===== config.mk =====
export PLATFORM = sky130hd
export DESIGN_NAME = timestamped_sample_slot_table_top
export DESIGN_NICKNAME = d
export VERILOG_FILES = /design/src/hw/rtl/ssst_pkg.sv /design/src/hw/rtl/timestamped_sample_slot_table_top.sv /design/src/hw/rtl/ssst_cell.sv
export SDC_FILE = /design/constraint.sdc
export NUM_CORES = 2
export LEC_CHECK = 0
export BUFFER_PORTS_ARGS = -buffer_cell sky130_fd_sc_hd__buf_2
export CORE_MARGIN = 2
export CORE_UTILIZATION = 55
export CTS_BUF_LIST = sky130_fd_sc_hd__clkbuf_8
export CTS_CLUSTER_SIZE = 20
export DETAILED_ROUTE_END_ITERATION = 16
export HOLD_SLACK_MARGIN = 0.05
export PLACE_DENSITY = 0.74
export SKIP_CTS_REPAIR_TIMING = 1
export SYNTH_ARGS = -nofsm -noshare
export SYNTH_HDL_FRONTEND = slang
export SYNTH_SLANG_ARGS = --single-unit

===== constraint.sdc =====
create_clock -name clk -period 7.15 [get_ports clk]
set_clock_uncertainty 0.1 [all_clocks]
set_input_delay 1.43 -clock clk [delete_from_list [all_inputs] [get_ports clk]]
set_output_delay 1.43 -clock clk [all_outputs]
set_load 0.03 [all_outputs]

===== src/hw/rtl/ssst_pkg.sv =====
// ----------------------------------------------------------------------------
// ssst_pkg - shared types and constants of the sample slot table
// Holds the function codes, controller states and the command word that
// the controller broadcasts to every slot cell.
// ----------------------------------------------------------------------------
package ssst_pkg;

	// Width of a decoded time of day in seconds (the largest undecoded
	// pattern gives 165*3600 + 165*60 + 165, which fits in 20 bits).
	localparam int SEC_W = 20;

	localparam logic [1:0] FUNC_INSERT = 2'd0;
	localparam logic [1:0] FUNC_ACK    = 2'd1;
	localparam logic [1:0] FUNC_CLEAR  = 2'd2;
	localparam logic [1:0] FUNC_QUERY  = 2'd3;

	typedef enum logic [2:0] {
		S_IDLE,
		S_CONV,
		S_START1,
		S_WAIT1,
		S_APPLY,
		S_START2,
		S_WAIT2,
		S_DONE
	} state_t;

	// Command broadcast to all cells; the selected cell applies it, but a clear-all applies in every cell.
	typedef struct packed {
		logic             load_secs;
		logic             use_val;
		logic             clr_all;
		logic [SEC_W-1:0] secs;
	} cmd_t;

endpackage


===== src/hw/rtl/timestamped_sample_slot_table_top.sv =====
// ----------------------------------------------------------------------------
// timestamped_sample_slot_table_top - oldest-entry replacement slot table
// A table of SLOT_COUNT time-stamped slots kept in a row of cells. Each
// input word carries a function (insert, acknowledge by time, clear, query)
// and a BCD time of day; each produces exactly one result word giving the
// slot touched, the acknowledge hit flag, the newest and oldest in-use
// slots and the in-use and replaceable counts after the step. An item runs
// two scans down the cell row, one cell per cycle: the first finds the
// insert or acknowledge target, the second gathers the report once the
// update is written. One item is in flight at a time, and the next word
// is taken as soon as the result sits in the output register.
// ----------------------------------------------------------------------------
module timestamped_sample_slot_table_top #(
	parameter int SLOT_COUNT = 8
) (
	input  logic       clk,
	input  logic       arst_n,
	input  logic       in_valid,
	output logic       in_ready,
	input  logic [1:0] func,
	input  logic [7:0] hour_bcd,
	input  logic [7:0] minute_bcd,
	input  logic [7:0] second_bcd,
	output logic       out_valid,
	input  logic       out_ready,
	output logic [2:0] slot_index,
	output logic       ack_hit,
	output logic [2:0] newest_slot,
	output logic [2:0] oldest_slot,
	output logic       any_in_use,
	output logic [3:0] in_use_count,
	output logic [3:0] replaceable_count
);

	localparam int IDX_W = $clog2(SLOT_COUNT);
	localparam int CNT_W = $clog2(SLOT_COUNT + 1);
	localparam int SEC_W = ssst_pkg::SEC_W;

	// Decodes one BCD digit pair without checking the digits.
	function automatic logic [7:0] bcd_pair(input logic [7:0] v);
		logic [7:0] hi;
		hi = {4'd0, v[7:4]};
		return (hi * 8'd10) + {4'd0, v[3:0]};
	endfunction

	ssst_pkg::state_t state_q, state_d;

	logic [1:0]             func_q;
	logic [7:0]             hour_q, minute_q, second_q;
	logic [SEC_W-1:0]       want_q;
	logic [SEC_W-1:0]       want_d;
	logic [IDX_W-1:0]       index_q;
	logic                   hit_q;

	logic                   out_valid_q;
	logic [2:0]             slot_index_q, newest_q, oldest_q;
	logic                   ack_hit_q, any_q;
	logic [3:0]             in_use_cnt_q, repl_cnt_q;

	// Scan chain; element 0 is fed by the controller, the last is the tail.
	logic                   c_vld         [SLOT_COUNT+1];
	logic                   c_free_found  [SLOT_COUNT+1];
	logic [IDX_W-1:0]       c_free_idx    [SLOT_COUNT+1];
	logic                   c_min_found   [SLOT_COUNT+1];
	logic [IDX_W-1:0]       c_min_idx     [SLOT_COUNT+1];
	logic [SEC_W-1:0]       c_min_val     [SLOT_COUNT+1];
	logic                   c_max_found   [SLOT_COUNT+1];
	logic [IDX_W-1:0]       c_max_idx     [SLOT_COUNT+1];
	logic [SEC_W-1:0]       c_max_val     [SLOT_COUNT+1];
	logic                   c_match_found [SLOT_COUNT+1];
	logic [IDX_W-1:0]       c_match_idx   [SLOT_COUNT+1];
	logic [CNT_W-1:0]       c_count       [SLOT_COUNT+1];

	logic                   start;
	logic                   wr;
	logic [IDX_W-1:0]       wr_target;
	logic [IDX_W-1:0]       ins_target;
	ssst_pkg::cmd_t         cmd;
	logic                   load_out;
	logic                   tail_vld;
	logic [SLOT_COUNT-1:0]  sel;

	assign tail_vld = c_vld[SLOT_COUNT];

	// The seed word entering the first cell: nothing found yet.
	always_comb begin
		c_vld[0]         = start;
		c_free_found[0]  = 1'b0;
		c_free_idx[0]    = '0;
		c_min_found[0]   = 1'b0;
		c_min_idx[0]     = '0;
		c_min_val[0]     = '0;
		c_max_found[0]   = 1'b0;
		c_max_idx[0]     = '0;
		c_max_val[0]     = '0;
		c_match_found[0] = 1'b0;
		c_match_idx[0]   = '0;
		c_count[0]       = '0;
	end

	genvar gi;
	generate
		for (gi = 0; gi < SLOT_COUNT; gi++) begin : g_cell
			assign sel[gi] = wr && (wr_target == IDX_W'(gi));

			ssst_cell #(
				.IDX_W    (IDX_W),
				.CNT_W    (CNT_W),
				.CELL_IDX (gi)
			) u_cell (
				.clk              (clk),
				.arst_n           (arst_n),
				.sel              (sel[gi]),
				.cmd              (cmd),
				.prev_vld         (c_vld[gi]),
				.prev_free_found  (c_free_found[gi]),
				.prev_free_idx    (c_free_idx[gi]),
				.prev_min_found   (c_min_found[gi]),
				.prev_min_idx     (c_min_idx[gi]),
				.prev_min_val     (c_min_val[gi]),
				.prev_max_found   (c_max_found[gi]),
				.prev_max_idx     (c_max_idx[gi]),
				.prev_max_val     (c_max_val[gi]),
				.prev_match_found (c_match_found[gi]),
				.prev_match_idx   (c_match_idx[gi]),
				.prev_count       (c_count[gi]),
				.next_vld         (c_vld[gi+1]),
				.next_free_found  (c_free_found[gi+1]),
				.next_free_idx    (c_free_idx[gi+1]),
				.next_min_found   (c_min_found[gi+1]),
				.next_min_idx     (c_min_idx[gi+1]),
				.next_min_val     (c_min_val[gi+1]),
				.next_max_found   (c_max_found[gi+1]),
				.next_max_idx     (c_max_idx[gi+1]),
				.next_max_val     (c_max_val[gi+1]),
				.next_match_found (c_match_found[gi+1]),
				.next_match_idx   (c_match_idx[gi+1]),
				.next_count       (c_count[gi+1])
			);
		end
	endgenerate

	// Seconds of the captured time, registered in the conversion cycle.
	always_comb begin
		want_d = (SEC_W'(bcd_pair(hour_q)) * SEC_W'(3600))
		       + (SEC_W'(bcd_pair(minute_q)) * SEC_W'(60))
		       + SEC_W'(bcd_pair(second_q));
	end

	// Insert goes to the first replaceable slot, else to the oldest in use.
	// With no replaceable slot every slot is in use, so the oldest exists.
	always_comb begin
		if (c_free_found[SLOT_COUNT]) begin
			ins_target = c_free_idx[SLOT_COUNT];
		end else if (c_min_found[SLOT_COUNT]) begin
			ins_target = c_min_idx[SLOT_COUNT];
		end else begin
			ins_target = '0;
		end
	end

	// Next state.
	always_comb begin
		state_d = state_q;
		unique case (state_q)
			ssst_pkg::S_IDLE: begin
				if (in_valid) begin
					state_d = ssst_pkg::S_CONV;
				end
			end
			ssst_pkg::S_CONV:   state_d = ssst_pkg::S_START1;
			ssst_pkg::S_START1: state_d = ssst_pkg::S_WAIT1;
			ssst_pkg::S_WAIT1: begin
				if (tail_vld) begin
					state_d = ssst_pkg::S_APPLY;
				end
			end
			ssst_pkg::S_APPLY:  state_d = ssst_pkg::S_START2;
			ssst_pkg::S_START2: state_d = ssst_pkg::S_WAIT2;
			ssst_pkg::S_WAIT2: begin
				if (tail_vld) begin
					state_d = ssst_pkg::S_DONE;
				end
			end
			ssst_pkg::S_DONE: begin
				if (!out_valid_q || out_ready) begin
					state_d = ssst_pkg::S_IDLE;
				end
			end
			default: state_d = ssst_pkg::S_IDLE;
		endcase
	end

	// Controller outputs: handshake, scan start and the slot update.
	always_comb begin
		in_ready      = 1'b0;
		start         = 1'b0;
		wr            = 1'b0;
		wr_target     = '0;
		load_out      = 1'b0;
		cmd.load_secs = 1'b0;
		cmd.use_val   = 1'b0;
		cmd.clr_all   = 1'b0;
		cmd.secs      = want_q;
		unique case (state_q)
			ssst_pkg::S_IDLE:   in_ready = 1'b1;
			ssst_pkg::S_START1: start    = 1'b1;
			ssst_pkg::S_START2: start    = 1'b1;
			ssst_pkg::S_APPLY: begin
				unique case (func_q)
					ssst_pkg::FUNC_INSERT: begin
						wr            = 1'b1;
						wr_target     = ins_target;
						cmd.load_secs = 1'b1;
						cmd.use_val   = 1'b1;
					end
					ssst_pkg::FUNC_ACK: begin
						// Only the mark changes; the stored time is kept.
						wr        = c_match_found[SLOT_COUNT];
						wr_target = c_match_idx[SLOT_COUNT];
					end
					ssst_pkg::FUNC_CLEAR: cmd.clr_all = 1'b1;
					default: ;
				endcase
			end
			ssst_pkg::S_DONE:   load_out = !out_valid_q || out_ready;
			default: ;
		endcase
	end

	always_ff @(posedge clk or negedge arst_n) begin
		if (!arst_n) begin
			state_q <= ssst_pkg::S_IDLE;
		end else begin
			state_q <= state_d;
		end
	end

	always_ff @(posedge clk) begin
		if (in_valid && in_ready) begin
			func_q   <= func;
			hour_q   <= hour_bcd;
			minute_q <= minute_bcd;
			second_q <= second_bcd;
		end
		if (state_q == ssst_pkg::S_CONV) begin
			want_q <= want_d;
		end
		if (state_q == ssst_pkg::S_APPLY) begin
			if (func_q == ssst_pkg::FUNC_INSERT) begin
				index_q <= ins_target;
				hit_q   <= 1'b0;
			end else if ((func_q == ssst_pkg::FUNC_ACK) && c_match_found[SLOT_COUNT]) begin
				index_q <= c_match_idx[SLOT_COUNT];
				hit_q   <= 1'b1;
			end else begin
				index_q <= '0;
				hit_q   <= 1'b0;
			end
		end
	end

	// Output register; the result word waits here until it is taken.
	always_ff @(posedge clk or negedge arst_n) begin
		if (!arst_n) begin
			out_valid_q <= 1'b0;
		end else if (load_out) begin
			out_valid_q <= 1'b1;
		end else if (out_ready) begin
			out_valid_q <= 1'b0;
		end
	end

	always_ff @(posedge clk) begin
		if (load_out) begin
			slot_index_q <= 3'(index_q);
			ack_hit_q    <= hit_q;
			newest_q     <= c_max_found[SLOT_COUNT] ? 3'(c_max_idx[SLOT_COUNT]) : 3'd0;
			oldest_q     <= c_min_found[SLOT_COUNT] ? 3'(c_min_idx[SLOT_COUNT]) : 3'd0;
			any_q        <= c_max_found[SLOT_COUNT];
			in_use_cnt_q <= 4'(c_count[SLOT_COUNT]);
			repl_cnt_q   <= 4'(CNT_W'(SLOT_COUNT) - c_count[SLOT_COUNT]);
		end
	end

	assign out_valid         = out_valid_q;
	assign slot_index        = slot_index_q;
	assign ack_hit           = ack_hit_q;
	assign newest_slot       = newest_q;
	assign oldest_slot       = oldest_q;
	assign any_in_use        = any_q;
	assign in_use_count      = in_use_cnt_q;
	assign replaceable_count = repl_cnt_q;

endmodule


===== src/hw/rtl/ssst_cell.sv =====
// ----------------------------------------------------------------------------
// ssst_cell - one slot of the sample slot table
// Stores one slot's time in seconds and its in-use mark, and folds itself
// into the scan word that walks down the chain one cell per cycle.
// ----------------------------------------------------------------------------
module ssst_cell #(
	parameter int IDX_W    = 3,
	parameter int CNT_W    = 4,
	parameter int CELL_IDX = 0
) (
	input  logic                    clk,
	input  logic                    arst_n,
	input  logic                    sel,
	input  ssst_pkg::cmd_t          cmd,
	input  logic                    prev_vld,
	input  logic                    prev_free_found,
	input  logic [IDX_W-1:0]        prev_free_idx,
	input  logic                    prev_min_found,
	input  logic [IDX_W-1:0]        prev_min_idx,
	input  logic [ssst_pkg::SEC_W-1:0] prev_min_val,
	input  logic                    prev_max_found,
	input  logic [IDX_W-1:0]        prev_max_idx,
	input  logic [ssst_pkg::SEC_W-1:0] prev_max_val,
	input  logic                    prev_match_found,
	input  logic [IDX_W-1:0]        prev_match_idx,
	input  logic [CNT_W-1:0]        prev_count,
	output logic                    next_vld,
	output logic                    next_free_found,
	output logic [IDX_W-1:0]        next_free_idx,
	output logic                    next_min_found,
	output logic [IDX_W-1:0]        next_min_idx,
	output logic [ssst_pkg::SEC_W-1:0] next_min_val,
	output logic                    next_max_found,
	output logic [IDX_W-1:0]        next_max_idx,
	output logic [ssst_pkg::SEC_W-1:0] next_max_val,
	output logic                    next_match_found,
	output logic [IDX_W-1:0]        next_match_idx,
	output logic [CNT_W-1:0]        next_count
);

	localparam logic [IDX_W-1:0] MY_IDX = IDX_W'(CELL_IDX);

	logic [ssst_pkg::SEC_W-1:0] secs_q;
	logic                       in_use_q;

	logic                       vld_q;
	logic                       free_found_q, min_found_q, max_found_q, match_found_q;
	logic [IDX_W-1:0]           free_idx_q, min_idx_q, max_idx_q, match_idx_q;
	logic [ssst_pkg::SEC_W-1:0] min_val_q, max_val_q;
	logic [CNT_W-1:0]           count_q;

	logic take_free, take_min, take_max, take_match;

	always_comb begin
		take_free  = !prev_free_found && !in_use_q;
		take_min   = in_use_q && (!prev_min_found || (secs_q < prev_min_val));
		take_max   = in_use_q && (!prev_max_found || (secs_q > prev_max_val));
		take_match = !prev_match_found && (secs_q == cmd.secs);
	end

	// Slot contents.
	always_ff @(posedge clk or negedge arst_n) begin
		if (!arst_n) begin
			secs_q   <= '0;
			in_use_q <= 1'b0;
		end else if (cmd.clr_all) begin
			secs_q   <= '0;
			in_use_q <= 1'b0;
		end else if (sel) begin
			if (cmd.load_secs) begin
				secs_q <= cmd.secs;
			end
			in_use_q <= cmd.use_val;
		end
	end

	always_ff @(posedge clk or negedge arst_n) begin
		if (!arst_n) begin
			vld_q <= 1'b0;
		end else begin
			vld_q <= prev_vld;
		end
	end

	// Scan word stage; holds its value between passes.
	always_ff @(posedge clk) begin
		if (prev_vld) begin
			free_found_q  <= prev_free_found || take_free;
			free_idx_q    <= take_free ? MY_IDX : prev_free_idx;
			min_found_q   <= prev_min_found || in_use_q;
			min_idx_q     <= take_min ? MY_IDX : prev_min_idx;
			min_val_q     <= take_min ? secs_q : prev_min_val;
			max_found_q   <= prev_max_found || in_use_q;
			max_idx_q     <= take_max ? MY_IDX : prev_max_idx;
			max_val_q     <= take_max ? secs_q : prev_max_val;
			match_found_q <= prev_match_found || take_match;
			match_idx_q   <= take_match ? MY_IDX : prev_match_idx;
			count_q       <= prev_count + CNT_W'(in_use_q);
		end
	end

	assign next_vld         = vld_q;
	assign next_free_found  = free_found_q;
	assign next_free_idx    = free_idx_q;
	assign next_min_found   = min_found_q;
	assign next_min_idx     = min_idx_q;
	assign next_min_val     = min_val_q;
	assign next_max_found   = max_found_q;
	assign next_max_idx     = max_idx_q;
	assign next_max_val     = max_val_q;
	assign next_match_found = match_found_q;
	assign next_match_idx   = match_idx_q;
	assign next_count       = count_q;

endmodule


==> results.yml <==
run_status:
  status: "finished, final reports clean"
sta:
  fin_crit_sh_pct: 87.8
  timing.fmax_mhz: 159
  finalCriticalPeriod_ns: 6.28
  setup_ws_ns: 0.872
  report.final.slew_viol_count: 0
  setup_viol: 0
  worstMarginPinSlew_ns: 1.35
  holdWs_ns: 0.324
  hold_viol: 0
  fin_setup_tns_ns: 0
  rsz0062_at_grt: "false"
  max_slew_margin_pct: 9.62
worst_setup_path:
  crit_top_cell: "ha_1"
  cp_data_required_time_ns: 7.53
  r2r-end: "want_q[19]"
  path_class: "reg -> reg"
  slowest_stage: "fa_1"
  cp-end-kind: "register"
  endpoint: "want_q[19]"
  cp_max_fo: 5
  path_cells: "ha_1, and2_1, fa_1, xnor2_1, inv_1, ha_1, inv_1, fa_1, inv_1, ha_1, nand2_1, o21ai_0, o41ai_1, xnor2_1, ha_1, ha_1, nand3_1, o31a_1, o21ai_0, nand3_1, xnor2_1"
  crit_cells: 21
  cp.arrival_ns: 6.66
  crit_path_start_kind: "register"
  critPathTopFamily: "adder cells"
  critPathBufInv: 3
  critical_path.max_stage_delay_ns: 0.50
  worstRegToRegCells: 21
  cp-startpoint: "minute_q[5]"
  r2r-start: "minute_q[5]"
  r2r_slack_ns: 0.87
yosys:
  syn_area_per_cell_um2: 11.8
  synthAdderAreaFrac_pct: 13.8
  synthSimpleGateAreaFrac_pct: 10.5
  synthXorXnorAreaFrac_pct: 5.31
  yosys_warnings: 0
  synth-compound-area-share_pct: 10.4
  netlist_area_mm2: 0.0370
  syn_inst: 3135
  synthArstFlopShare_pct: 28.8
  synth_edf_count: 445
  muxShareOfSynthArea_pct: 7.00
  synth_top_family_by_area: "adder cells"
  seq_area_frac_synth_pct: 48.3
  synth_ff_type: "edfxtp_1"
  synth_nets: 3555
  synth_cell_types: 67
  synth_seq_cells: 625
hold_path:
  hold_path.class: "reg -> reg"
route:
  post_drt_wl_per_cell_um: 25.7
  drc: 0
  routed_via_density: 6.26
  drt_iter0_markers: 2969
  vias: 26200
  wl_mm: 108
  dr.pass1.iters: 8
  antenna_left: 0
clock_network:
  path_clk_slew_ns: 0.06
  cts-root-buf: "clkbuf_8"
  clk_path_buf_depth: 3
  cts_buffers: 105
  worstSkewPairLatency_ns: 0.77
  cts_max_level: 3
  tritoncts: "yes"
  cts.sinks: 625
power:
  power_mw: 17.3
  pwr-share-seq_pct: 36.7
  internal_power_mw: 10.3
  power.density_mw_per_mm2: 429
  total_leakage_power_nw: 18.0
  peakVddDrop_v: 0.000877
  power_switching_share_pct: 40.3
  netSwitchingPower_mw: 6.97
  clockPowerShare_pct: 18.4
  pwr-share-comb_pct: 44.9
global_route:
  grt_pass1_wl_mm: 161
  gr-total-overflow: 0
  grt_max_degree: 76
  antenna_found_initial: 1
  grtUsageTotal_pct: 31.1
  grt_pass1_vias: 26300
floorplanning:
  die_h_um: 263
  die_w_um: 263
  core_area_mm2: 0.0668
  dieArea_mm2: 0.0693
  num_io_pins: 51
  initial_core_util_pct: 55.3
  placementRows: 95
place:
  post-place-ws_ns: 0.959
  dp.cells: 3980
  placed_cell_area_mm2: 0.0382
  hpwlAfterDp_mm: 78.3
  gp_congestion: 0.946
  portBuffers: 50
final_layout:
  fin_area_mm2: 0.0403
  area_growth_pct: 9.15
  layout-drive-gt1-share_pct: 15.9
  fillCellCount: 5299
  final_cells: 4180
  final_util_pct: 60.4
  fin_nets: 3634
job:
  drv_cap: 0
==> registers in the layout (all words and copies together) (netlist names), 17 cells and up <==
name / cells
g_cell.u_cell.secs_q: 160
g_cell.u_cell.next_min_val: 140
g_cell.u_cell.next_max_val: 120
g_cell.u_cell.next_count: 25
want_q: 20
g_cell.u_cell.next_free_idx: 17
g_cell.u_cell.next_match_idx: 17
g_cell.u_cell.next_max_idx: 17
g_cell.u_cell.next_min_idx: 17
==> cells in the final DEF, fill, tap and decap left out, types with 12 or more instances in the layout <==
cell and instances:
xor2_1 89, a22o_1 22, edfxtp_1 445, or2_2 29, o21ai_0 43, clkbuf_8 123, inv_1 361, nand2_1 121
buf_4 49, nor3_1 20, mux2_2 220, nand4_1 95, clkinv_2 12, a21oi_1 92, nor4_1 19, a222oi_1 38
and2_1 94, fa_1 27, dfrtp_1 174, nand4b_1 41, xnor2_1 135, a21o_1 107, a32o_1 18, nand3_1 87
nor2b_1 37, o21a_1 26, o2bb2ai_1 76, nor2_1 85, o221ai_1 20, ha_1 363, buf_2 49, nand2b_1 31
==> cells in the mapped netlist, types with 31 or more instances <==
library cell,number,area [µm²]
edfxtp_1,445,13400
ha_1,363,4540
inv_1,319,1200
mux2_2,220,2480
dfrtp_1,180,4500
xnor2_1,135,1180
nand2_1,121,454
a21o_1,107,803
nand4_1,95,594
and2_1,94,588
a21oi_1,93,465
xor2_1,89,780
nor2_1,88,330
nand3_1,87,435
clkbuf_1,79,297
o2bb2ai_1,76,666
o21ai_0,48,240
nand4b_1,41,359
a222oi_1,38,380
nor2b_1,37,231
nand2b_1,31,194
==> worst min path at each step <==
stage / slack (ns) / startpoint / cells past startpoint / end
6_report: 0.32 / index_q[0] / 0 / slot_index[0]
5_1_grt: 0.34 / index_q[0] / 0 / slot_index[0]
4_1_cts: 0.33 / index_q[0] / 0 / slot_index[0]
3_3_place_gp: 0.32 / index_q[1] / 0 / slot_index[1]
3_5_place_dp: 0.31 / index_q[0] / 0 / slot_index[0]
2_1_floorplan: 0.30 / hit_q / 0 / ack_hit
==> layer usage <==
| metal | routed length [µm] | up-vias | GRT usage [%] |
|---|---|---|---|
| li1 | - | 11700 | - |
| met1 | 42000 | 12800 | 39.7 |
| met2 | 48300 | 1317 | 48.2 |
| met3 | 9250 | 368 | 5.86 |
| met4 | 8080 | 0 | 21.3 |
| met5 | 0 | - | 0 |
==> power by group through the flow <==
stage	combinational, mW	clock (mW)	sequential, mW
finish	7.76	3.19	6.36
global route	8.63	3.39	6.42
CTS	7.72	3.24	6.33
detailed placement	7.62	0	6.39
global placement	7.36	0	6.35
floorplan	5.63	0	6.10
==> logic make-up after synthesis <==
group           after synthesis
fa+ha+maj                   390
simple gates                701
mux                         231
flops                       625
xor+xnor                    224
buf+inv                     446
compound gates              518
==> final cells by class <==
type | instances | area, µm² | area share [%]
multi-input combinational | 2064 | 17400 | 43.2
clock buffer | 122 | 1680 | 4.16
antenna | 1 | 2.50 | 0.00620
sequential | 625 | 17900 | 44.3
clock inverter | 77 | 434 | 1.08
timing repair buffer | 99 | 627 | 1.55
inverter | 319 | 1200 | 2.97
tap | 873 | 1090 | 2.71
No activity file was read; power rests on OpenSTA's default activity.
